[src/rtl/core/bzca_pkg.sv]
// shared constants and types for the border zone color averaging block
// no dependencies
package bzca_pkg;

    localparam int SPREAD_DEF   = 4;
    localparam int MAX_ZONES_DEF = 64;
    localparam int SUM_BITS_DEF = 20;

    localparam logic [2:0] REG_FRAME_WIDTH  = 3'd0;
    localparam logic [2:0] REG_FRAME_HEIGHT = 3'd1;
    localparam logic [2:0] REG_ZONE_WIDTH   = 3'd2;
    localparam logic [2:0] REG_ZONE_HEIGHT  = 3'd3;
    localparam logic [2:0] REG_START_X      = 3'd4;
    localparam logic [2:0] REG_START_Y      = 3'd5;
    localparam logic [2:0] REG_LEDS_H       = 3'd6;
    localparam logic [2:0] REG_LEDS_V       = 3'd7;

    localparam logic [1:0] SIDE_TOP    = 2'd0;
    localparam logic [1:0] SIDE_BOTTOM = 2'd1;
    localparam logic [1:0] SIDE_LEFT   = 2'd2;
    localparam logic [1:0] SIDE_RIGHT  = 2'd3;

    typedef struct packed {
        logic [11:0] frame_width;
        logic [11:0] frame_height;
        logic [7:0]  zone_width;
        logic [7:0]  zone_height;
        logic [11:0] start_x;
        logic [11:0] start_y;
        logic [6:0]  leds_horizontal;
        logic [6:0]  leds_vertical;
    } cfg_t;

    // job for the divider: side, index, three sums (max 21 bits), area, last
    // area reaches 255 * 255 * SPREAD (18 bits at the default of 4); the field has 20 bits
    typedef struct packed {
        logic [1:0]  side;
        logic [5:0]  led_index;
        logic [20:0] sum_b;
        logic [20:0] sum_g;
        logic [20:0] sum_r;
        logic [19:0] area;
        logic        last;
    } job_t;

endpackage

[src/rtl/core/bzca_queue.sv]
// short job queue between classifier front and divider back end
// depends on bzca_pkg
module bzca_queue
    import bzca_pkg::*;
(
    input  logic       clk,
    input  logic       rst_n,
    input  logic       push,
    input  job_t       din,
    input  logic       pop,
    output logic       nonempty,
    output job_t       dout,
    output logic [1:0] free
);
    job_t q [4];
    logic [1:0] wp_reg, rp_reg;
    logic [2:0] cnt_reg;

    assign nonempty = cnt_reg != 3'd0;
    assign dout = q[rp_reg];
    // free slots, capped at three
    assign free = (cnt_reg <= 3'd1) ? 2'd3 : 2'(3'd4 - cnt_reg);

    always_ff @(posedge clk)
    begin
        if (push)
        begin
            q[wp_reg] <= din;
        end
    end

    always_ff @(posedge clk or negedge rst_n)
    begin
        if (!rst_n)
        begin
            wp_reg <= '0;
            rp_reg <= '0;
            cnt_reg <= '0;
        end
        else
        begin
            if (push) wp_reg <= wp_reg + 2'd1;
            if (pop) rp_reg <= rp_reg + 2'd1;
            cnt_reg <= cnt_reg + 3'(push) - 3'(pop);
        end
    end
endmodule

[config.mk]
export PLATFORM = sky130hd
export DESIGN_NAME = bzca_queue
export DESIGN_NICKNAME = d
export VERILOG_FILES = /design/src/rtl/core/bzca_pkg.sv /design/src/rtl/core/bzca_queue.sv
export SDC_FILE = /design/constraint.sdc
export NUM_CORES = 1
export LEC_CHECK = 0
export ABC_AREA = 1
export BUFFER_PORTS_ARGS = -buffer_cell sky130_fd_sc_hd__clkbuf_2
export CORE_MARGIN = 2
export CORE_UTILIZATION = 60
export DETAILED_ROUTE_END_ITERATION = 8
export PLACE_DENSITY = 0.81
export RECOVER_POWER = 25
export REMOVE_ABC_BUFFERS = 1
export SLEW_MARGIN = 20
export SYNTH_ARGS = -nofsm -noshare
export SYNTH_HDL_FRONTEND = slang
export SYNTH_SLANG_ARGS = --single-unit
[constraint.sdc]
create_clock -name clk -period 8.48 [get_ports clk]
set_input_delay 0.848 -clock clk [delete_from_list [all_inputs] [get_ports clk]]
set_output_delay 0.848 -clock clk [all_outputs]
set_load 0.1 [all_outputs]
==> flow_metrics.env <==
export IMPL_synth_distinct_cells=15
export IMPL_outcome="complete, no violations"
export IMPL_fin_skew_ns=0.0212
export IMPL_gp_congestion=0.756
export IMPL_pre_cts_slack_ns=4.65
export IMPL_grt_first_pass_wirelength_um=50400
export IMPL_layout_min_cycle_time_ns=4.29
export IMPL_grt_usage_pct=22.7
export IMPL_synth_top_area_share_pct=69.2
export IMPL_rsz0062_at_grt="false"
export IMPL_syn_mean_instance_area_um2=10.7
export IMPL_ant_nets=0
export IMPL_busiest_layer="met2"
export IMPL_cts_tree="yes"
export IMPL_drt_total_wl_um=31700
export IMPL_vias=10200
export IMPL_diodes=0
export IMPL_drc=0
export IMPL_most_common_layout_cells="nand2_1 (470), inv_1 (376), edfxtp_1 (368), nand3_1 (185), clkbuf_2 (133)"
export IMPL_slowest_delay_ns=0.84
export IMPL_grt_remaining_overflow=0
export IMPL_slew_viol_final=0
export IMPL_drt_pass1_iterations=7
export IMPL_crit_chain="inv_6, buf_4, nand2_1, nand3_1, nand2_1, clkbuf_2"
export IMPL_synth_flop_cell="edfxtp_1"
export IMPL_ios=191
export IMPL_arrival_ns=3.44
export IMPL_fin_area_um2=18100
export IMPL_hp_class="input port to asynchronous set/reset pin"
export IMPL_ys_ff_latch=375
export IMPL_dp_hpwl_um=18200
export IMPL_synth_edff_count=368
export IMPL_die_x_um=167
export IMPL_grt_pass1_vias=10100
export IMPL_dpl_cell_area_um2=17000
export IMPL_ctsResizeCount=0
export IMPL_htree_levels=2
export IMPL_worstSetupPathType="flip-flop to primary output"
export IMPL_wl_per_cell_um=15.6
export IMPL_relSlewSlack_pct=36.1
export IMPL_fin_setup_tns_ns=0
export IMPL_insertion_delay_ns=0.52
export IMPL_numCtsBuffers=38
export IMPL_min_period_over_period_pct=50.6
export IMPL_met1_usage_pct=28.5
export IMPL_drt_initial_drc_count=827
export IMPL_chipHeight_um=167
export IMPL_clock_path_buffers=3
export IMPL_core_um2=26100
export IMPL_die_area_um2=27900
export IMPL_crit_buf_inv=3
export IMPL_cts_hold_buf=0
export IMPL_ys_seq_area_share_pct=70.3
export IMPL_finalHoldViolCount=0
export IMPL_vias_per_cell=5.03
export IMPL_met3_usage_pct=4.51
export IMPL_drv_cap=0
export IMPL_ys_warn_count=0
export IMPL_synth_area_um2=16000
export IMPL_slowest_stage="buf_4"
export IMPL_core_rowCount=59
export IMPL_area_growth_synth_to_final_pct=13.5
export IMPL_final_setup_worst_slack_ns=4.19
export IMPL_cts_sinks=375
export IMPL_setup_viol=0
export IMPL_final_common_cell="nand2_1"
export IMPL_portBuffers=190
export IMPL_antenna_found_initial=2
export IMPL_worst_pin_slew_ns=0.959
export IMPL_nNetsFinal=1775
export IMPL_critPathLaunchType="flip-flop"
export IMPL_crit_fanout=95
export IMPL_timing_fmax_ghz=0.233
export IMPL_grt_use_met2_pct=39.7
export IMPL_critPathTopFamily="buffers and inverters"
export IMPL_start_util_pct=61.3
export IMPL_post_cts_setup_buffer_count=0
export IMPL_drive_above_1_share_pct=11.7
export IMPL_synthTopCellsByArea="edfxtp_1 (69%), nand2_1 (11%), inv_1 (9.0%)"
export IMPL_largest_reg_flops=368
export IMPL_cts_clk_slew_worst_paths_ns=0.06
export IMPL_required_ns=7.63
export IMPL_synth_top_area_cell="edfxtp_1"
export IMPL_netlist_instances=1491
export IMPL_synthArstFlopShare_pct=1.87
export IMPL_r2r_setup_slack_ns=6.08
export IMPL_crit_path_end_kind="primary output"
export IMPL_worst_path_most_repeated_cell="nand2_1"
export IMPL_cts_root_buf="clkbuf_16"
export IMPL_grt_max_degree=96
[synthesized netlist by cell type, types with 4 or more instances]
master    count
xor2_1        4
inv_1       381
buf_6        18
ha_1         10
dfrtp_1       7
nand2_1     470
buf_4         4
buf_2        34
nand3_1     185
edfxtp_1    368
clkbuf_1      6
[stage by stage]
step	utilization [%]	std cells	hold slack (ns)
2_1_floorplan	-	1429	0.491
3_3_place_gp	65.3	1963	0.516
3_5_place_dp	65.3	1963	0.525
4_1_cts	69.8	2031	0.165
5_1_grt	69.6	2031	0.303
6_report	69.6	2031	0.271
[kinds of logic after synthesis]
| logic type | after synthesis | synth area share [%] |
|---|---|---|
| DFF | 375 | 70.3 |
| buffers and inverters | 444 | 11.6 |
| xor gates and xnor gates | 4 | 0.219 |
| and+or+nand+nor | 656 | 16.9 |
| AOI/OAI and AO/OA | 1 | 0.0313 |
| adders and majority gates | 11 | 0.909 |
[layout make-up]
class                           count  area, um^2
Multi-Input combinational cell    672        2880
Timing Repair Buffer              199         947
Inverter                          382        1450
Tap cell                          335         419
Clock buffer                       50        1060
Sequential cell                   375       11200
Fill cell                        1845        7930
Clock inverter                     18         134
[final timing paths]
kind	startpoint	endpoint	cells after the start
max	rp_reg[0]	dout[55]	6
min	rst_n	cnt_reg[0]	1
max reg2reg	wp_reg[1]	q[1][27]	5
min reg2reg	wp_reg[0]	wp_reg[0]	1
max in group asynchronous	rst_n	rp_reg[0]	1
min in group clk	wp_reg[0]	wp_reg[0]	1
[per-layer routing]
metal	part of all wire (%)	routed length [um]
met5	0.073	23
met4	2.5	801
met3	7.1	2270
met2	50	15900
met1	40	12700
[worst register-to-register path: stages, from the launching register on]
cell	delay, ns
dfrtp_1	0.41
inv_1	0.10
ha_1	0.15
nand2_1	0.09
inv_4	0.45
buf_4	0.78
Power is not shown: default switching activity piles up to over one toggle a cycle in this logic, so the estimate is an artifact.
