===== src/rtl/core/bzca_pkg.sv =====
// shared constants and types for the border zone color averaging block
// no dependencies
package bzca_pkg;

    localparam int SPREAD_DEF   = 4;
    localparam int MAX_ZONES_DEF = 64;
    localparam int SUM_BITS_DEF = 20;

    localparam logic [2:0] REG_FRAME_WIDTH  = 3'd0;
    localparam logic [2:0] REG_FRAME_HEIGHT = 3'd1;
    localparam logic [2:0] REG_ZONE_WIDTH   = 3'd2;
    localparam logic [2:0] REG_ZONE_HEIGHT  = 3'd3;
    localparam logic [2:0] REG_START_X      = 3'd4;
    localparam logic [2:0] REG_START_Y      = 3'd5;
    localparam logic [2:0] REG_LEDS_H       = 3'd6;
    localparam logic [2:0] REG_LEDS_V       = 3'd7;

    localparam logic [1:0] SIDE_TOP    = 2'd0;
    localparam logic [1:0] SIDE_BOTTOM = 2'd1;
    localparam logic [1:0] SIDE_LEFT   = 2'd2;
    localparam logic [1:0] SIDE_RIGHT  = 2'd3;

    typedef struct packed {
        logic [11:0] frame_width;
        logic [11:0] frame_height;
        logic [7:0]  zone_width;
        logic [7:0]  zone_height;
        logic [11:0] start_x;
        logic [11:0] start_y;
        logic [6:0]  leds_horizontal;
        logic [6:0]  leds_vertical;
    } cfg_t;

    // job for the divider: side, index, three sums (max 21 bits), area, last
    // area reaches 255 * 255 * SPREAD (18 bits at the default of 4); the field has 20 bits
    typedef struct packed {
        logic [1:0]  side;
        logic [5:0]  led_index;
        logic [20:0] sum_b;
        logic [20:0] sum_g;
        logic [20:0] sum_r;
        logic [19:0] area;
        logic        last;
    } job_t;

endpackage


===== src/rtl/core/bzca_div.sv =====
// back end: restoring divider for three channel sums, one bit per cycle
// depends on bzca_pkg; output register toward the result stream
module bzca_div
    import bzca_pkg::*;
(
    input  logic        clk,
    input  logic        rst_n,
    input  logic        job_valid,
    input  job_t        job,
    output logic        job_pop,
    output logic        out_valid,
    input  logic        out_ready,
    output logic [31:0] out_data,
    output logic        out_last
);
    typedef enum logic [1:0] {D_IDLE, D_RUN, D_OUT} st_t;

    st_t st_reg;
    job_t j_reg;
    logic [4:0] n_reg;
    logic [20:0] qb_reg, qg_reg, qr_reg;
    logic [19:0] rb_reg, rg_reg, rr_reg;

    function automatic logic [20:0] step(logic [19:0] r, logic b, logic [19:0] d);
        logic [20:0] t;
        logic [21:0] s;
        begin
            t = {r, b};
            s = {1'b0, t} - {2'b0, d};
            step = s[21] ? t : s[20:0];
        end
    endfunction

    logic [20:0] sb, sg, sr;
    assign sb = step(rb_reg, qb_reg[20], j_reg.area);
    assign sg = step(rg_reg, qg_reg[20], j_reg.area);
    assign sr = step(rr_reg, qr_reg[20], j_reg.area);

    function automatic logic [7:0] clamp(logic [20:0] q);
        begin
            clamp = (q > 21'd255) ? 8'd255 : q[7:0];
        end
    endfunction

    assign job_pop = (st_reg == D_IDLE) && job_valid;
    assign out_valid = (st_reg == D_OUT);
    assign out_data = {clamp(qr_reg), clamp(qg_reg), clamp(qb_reg),
                       j_reg.led_index, j_reg.side};
    assign out_last = j_reg.last;

    always_ff @(posedge clk or negedge rst_n)
    begin
        if (!rst_n)
        begin
            st_reg <= D_IDLE;
            n_reg <= '0;
        end
        else
        begin
            case (st_reg)
                D_IDLE:
                begin
                    if (job_valid)
                    begin
                        j_reg <= job;
                        qb_reg <= job.sum_b;
                        qg_reg <= job.sum_g;
                        qr_reg <= job.sum_r;
                        rb_reg <= '0;
                        rg_reg <= '0;
                        rr_reg <= '0;
                        n_reg <= 5'd0;
                        st_reg <= D_RUN;
                    end
                end
                D_RUN:
                begin
                    // quotient bits shift in where dividend bits leave
                    rb_reg <= sb[19:0];
                    rg_reg <= sg[19:0];
                    rr_reg <= sr[19:0];
                    qb_reg <= {qb_reg[19:0], (sb != {rb_reg, qb_reg[20]})};
                    qg_reg <= {qg_reg[19:0], (sg != {rg_reg, qg_reg[20]})};
                    qr_reg <= {qr_reg[19:0], (sr != {rr_reg, qr_reg[20]})};
                    n_reg <= n_reg + 5'd1;
                    if (n_reg == 5'd20)
                    begin
                        st_reg <= D_OUT;
                    end
                end
                D_OUT:
                begin
                    if (out_ready)
                    begin
                        st_reg <= D_IDLE;
                    end
                end
                default:
                begin
                    st_reg <= D_IDLE;
                end
            endcase
        end
    end
endmodule

===== config.mk =====
export PLATFORM = sky130hd
export DESIGN_NAME = bzca_div
export DESIGN_NICKNAME = d
export VERILOG_FILES = /design/src/rtl/core/bzca_pkg.sv /design/src/rtl/core/bzca_div.sv
export SDC_FILE = /design/constraint.sdc
export NUM_CORES = 1
export LEC_CHECK = 0
export ABC_AREA = 1
export ABC_CLOCK_PERIOD_IN_PS = 6450
export BUFFER_PORTS_ARGS = -buffer_cell sky130_fd_sc_hd__buf_2
export CELL_PAD_IN_SITES_DETAIL_PLACEMENT = 0
export CELL_PAD_IN_SITES_GLOBAL_PLACEMENT = 1
export CORE_MARGIN = 2
export CORE_UTILIZATION = 25
export DETAILED_ROUTE_END_ITERATION = 8
export GPL_ROUTABILITY_DRIVEN = 0
export PLACE_DENSITY_LB_ADDON = 0.1
export SETUP_SLACK_MARGIN = 0.02
export SLEW_MARGIN = 20
export SYNTH_ARGS = -nofsm -noshare
export SYNTH_HDL_FRONTEND = slang
export SYNTH_SLANG_ARGS = --single-unit

===== constraint.sdc =====
create_clock -name clk -period 6.45 [get_ports clk]
set_clock_uncertainty 0.1 [all_clocks]
set_input_delay 1.29 -clock clk [delete_from_list [all_inputs] [get_ports clk]]
set_output_delay 1.29 -clock clk [all_outputs]
set_load 0.05 [all_outputs]

==> results.md <==
- PortBufs: 130
- Distinct cells, synth: 35
- FF-to-FF path depth: 15
- Starting Density: 25.2%
- R2R Path Start: j_reg[2]
- Top FF cell, synth: edfxtp_1
- Root buffer selected by CTS: clkbuf_16
- Overall Power: 8210 uW
- Sink Count: 159
- Max FO, Critical Path: between 40 and 50
- Synth Instances: about 1800
- Post-synth EDFFs: 152
- First-pass GRT wire length: 67700 um
- Commonest cells in the netlist: nand2_1, inv_1, nor2_1
- Worst Hold Class: reg -> reg
- Worst path arrival time: between 4 and 5 ns
- Max Cap Viol: 0
- Critical path required time: 6.60 ns
- Net Switching: 4250 uW
- Worst setup SP type: flip-flop
- Sw frac: between 50% and 60%
- RSZ-0062 raised after global routing: no
- Asr flop ratio synth: around 4.4%
- CTS resizes: 0
- CTS Buf Count: 17
- Vias in the first global route: 11200
- Status: completed
- Synthesized flop and latch total: 159
- CORE AREA: 50000 sq um
- P_leak: 0.00711 uW
- Hold EP: n_reg[4]
- # hold bufs at CTS: 0
- Critical path endpoint category: flip-flop
- Critical Setup Path Class: reg -> reg
- Remaining Overflow, GRT: 0
- Routed Antenna Nets: 0
- Maximum root-to-sink buffer count: 2
- Drt wl/cell: 17.2 um
- Max transition margin: 34.1%
- Die W: 228 um
- Synth area leaders: edfxtp_1, nand2_1, inv_1
- Yosys warning total: 0
- First-pass DRT Iterations: 7
- Die area: around 52000 sq um
- DRC: 0
- VDD IR max: roughly 0.27 mV
- Number of I/O pins: 131
- Clock-pin slew on the worst setup and hold paths: 0.08 ns
- Synthesized net count: 1941
- Post-CTS Setup Bufs: 0
- Post-DP HPWL: 34800 um
- Biggest area consumer among synthesized cells: edfxtp_1
- Vias per cell: 4.44
- Hold Fails Final Rpt: 0
- Final setup violation count: 0
- Power share of the clock group: around an eighth
- Seq/Total Area, Yosys: a little under two fifths
- Pwr dens: 568 nW/um^2
- P_int: 3950 uW
- Max-slew violation count: 0
- Logic pwr share: between 60% and 70%
- Most common cell in the netlist: nand2_1
- Drt total wl: 44200 um
- Share of cells above drive strength 1: 10.6%
- Initial antenna violation count: 0
- Sequential Power Share: about a quarter
- Post-route minimum period: 3.87 ns
- Hold depth: 2
- Worst-margin pin slew: approximately 1 ns
- Number of H-tree levels: 4
- Final Cycle Share: between 50% and 60%
- Drt initial violations: around 650
- Std cell rows: 82
- DR vias: 11400
- Avg Inst Size Synth: between 7 and 8 sq um
- Layout overhead on the synthesized area: 14.6%
- Hold_sp: n_reg[4]
- Worst R2R Setup Slack: 2.58 ns
- Largest net degree at the start of global routing: 93
- Final net count: 2050
- Die Height: ~230 um
- Fillers: 5617
- Synthesized area: around 13000 sq um
- Max frequency: 258 MHz
- Antenna diodes: 0
- Total track usage: 17.3%
- RR Endpoint: qg_reg[0]
- Post-synth top area share: roughly 36%
- Worst skew pair latency: 0.49 ns
- TritonCTS clock tree: yes
- Setup tns final: 0 ns
critical path: stages, from the launching register on:
cell      delay (ns)
edfxtp_1        0.63
inv_1           0.25
ha_1            0.36
nand3_1         0.10
nand2_2         0.08
nand2_1         0.06
nand2_1         0.13
nand2_1         0.11
nand3_2         0.69
buf_4           0.52
nand4_1         0.12
nand3_1         0.09
nor2_1          0.13
nand2_1         0.06
nor2_1          0.09
a21oi_1         0.07
cell families after synthesis:
kind of cell	synth area share [%]
AND/OR/NAND/NOR	33.9
buffers and inverters	12.3
flip-flops	37.6
AO/OA/AOI/OAI	7.31
adder cells (fa/ha/maj)	6.64
XOR/XNOR	2.16
cell usage in the layout, fill, tap and decap left out, types with 4 or more instances in the layout:
| master | n |
|---|---|
| nor3_1 | 9 |
| xor2_1 | 19 |
| nor4_1 | 6 |
| dfrtp_1 | 7 |
| nand4_1 | 43 |
| nand3b_1 | 32 |
| nor2_1 | 151 |
| o21ai_0 | 46 |
| nand3_1 | 144 |
| o21bai_1 | 4 |
| buf_2 | 130 |
| xnor2_1 | 12 |
| clkbuf_16 | 17 |
| inv_6 | 4 |
| ha_1 | 62 |
| a211oi_1 | 52 |
| nand2_2 | 13 |
| a21oi_1 | 40 |
| edfxtp_1 | 152 |
| nand2_1 | 592 |
| inv_1 | 316 |
| buf_4 | 8 |
stage by stage:
stage	util [%]	cells	setup slack [ns]	hold slack, ns	instance area, sq um
6_report	28.9	2574	2.58	0.444	14400
5_1_grt	28.9	2574	2.17	0.478	14400
4_1_cts	28.8	2573	2.51	0.450	14400
3_5_place_dp	27.7	2541	2.53	0.437	13800
3_3_place_gp	27.7	2541	2.58	0.419	13800
2_1_floorplan	-	1780	0.827	0.394	12600
power groups by stage:
stage | Combinational (uW) | Sequential (uW) | Clock [uW]
3_5_place_dp | 5040 | 2170 | 0
3_3_place_gp | 5100 | 2190 | 0
2_1_floorplan | 3810 | 2000 | 0
6_report | 5010 | 2160 | 1040
4_1_cts | 5070 | 2160 | 1090
5_1_grt | 5750 | 2210 | 1110
cell type report:
class,count,area [sq um],share of cell area [%]
clock inverter,13,128,0.884
timing repair buffer,140,758,5.25
multi-input combinational,1251,6330,43.9
clock buffer,19,433,3.00
sequential,159,4740,32.8
tap,672,841,5.83
inverter,320,1200,8.34
layer usage:
layer,global-route usage [%],routed length [um],vias up
met3,3.52,1700,36
met2,27.6,20100,170
met1,23.5,21600,5263
li1,-,-,5955
met5,0,0,-
met4,5.25,780,0
how the worst max path moves through the flow:
stage,start,to,slack (ns),cells past startpoint
5_1_grt,j_reg[2],qg_reg[0],2.17,15
4_1_cts,j_reg[2],qg_reg[0],2.51,15
3_3_place_gp,j_reg[2],qg_reg[0],2.58,15
3_5_place_dp,j_reg[2],qg_reg[0],2.53,15
6_report,j_reg[2],qg_reg[0],2.58,15
2_1_floorplan,job_valid,qb_reg[0],0.83,4
Power figures use the tool's default switching activity.
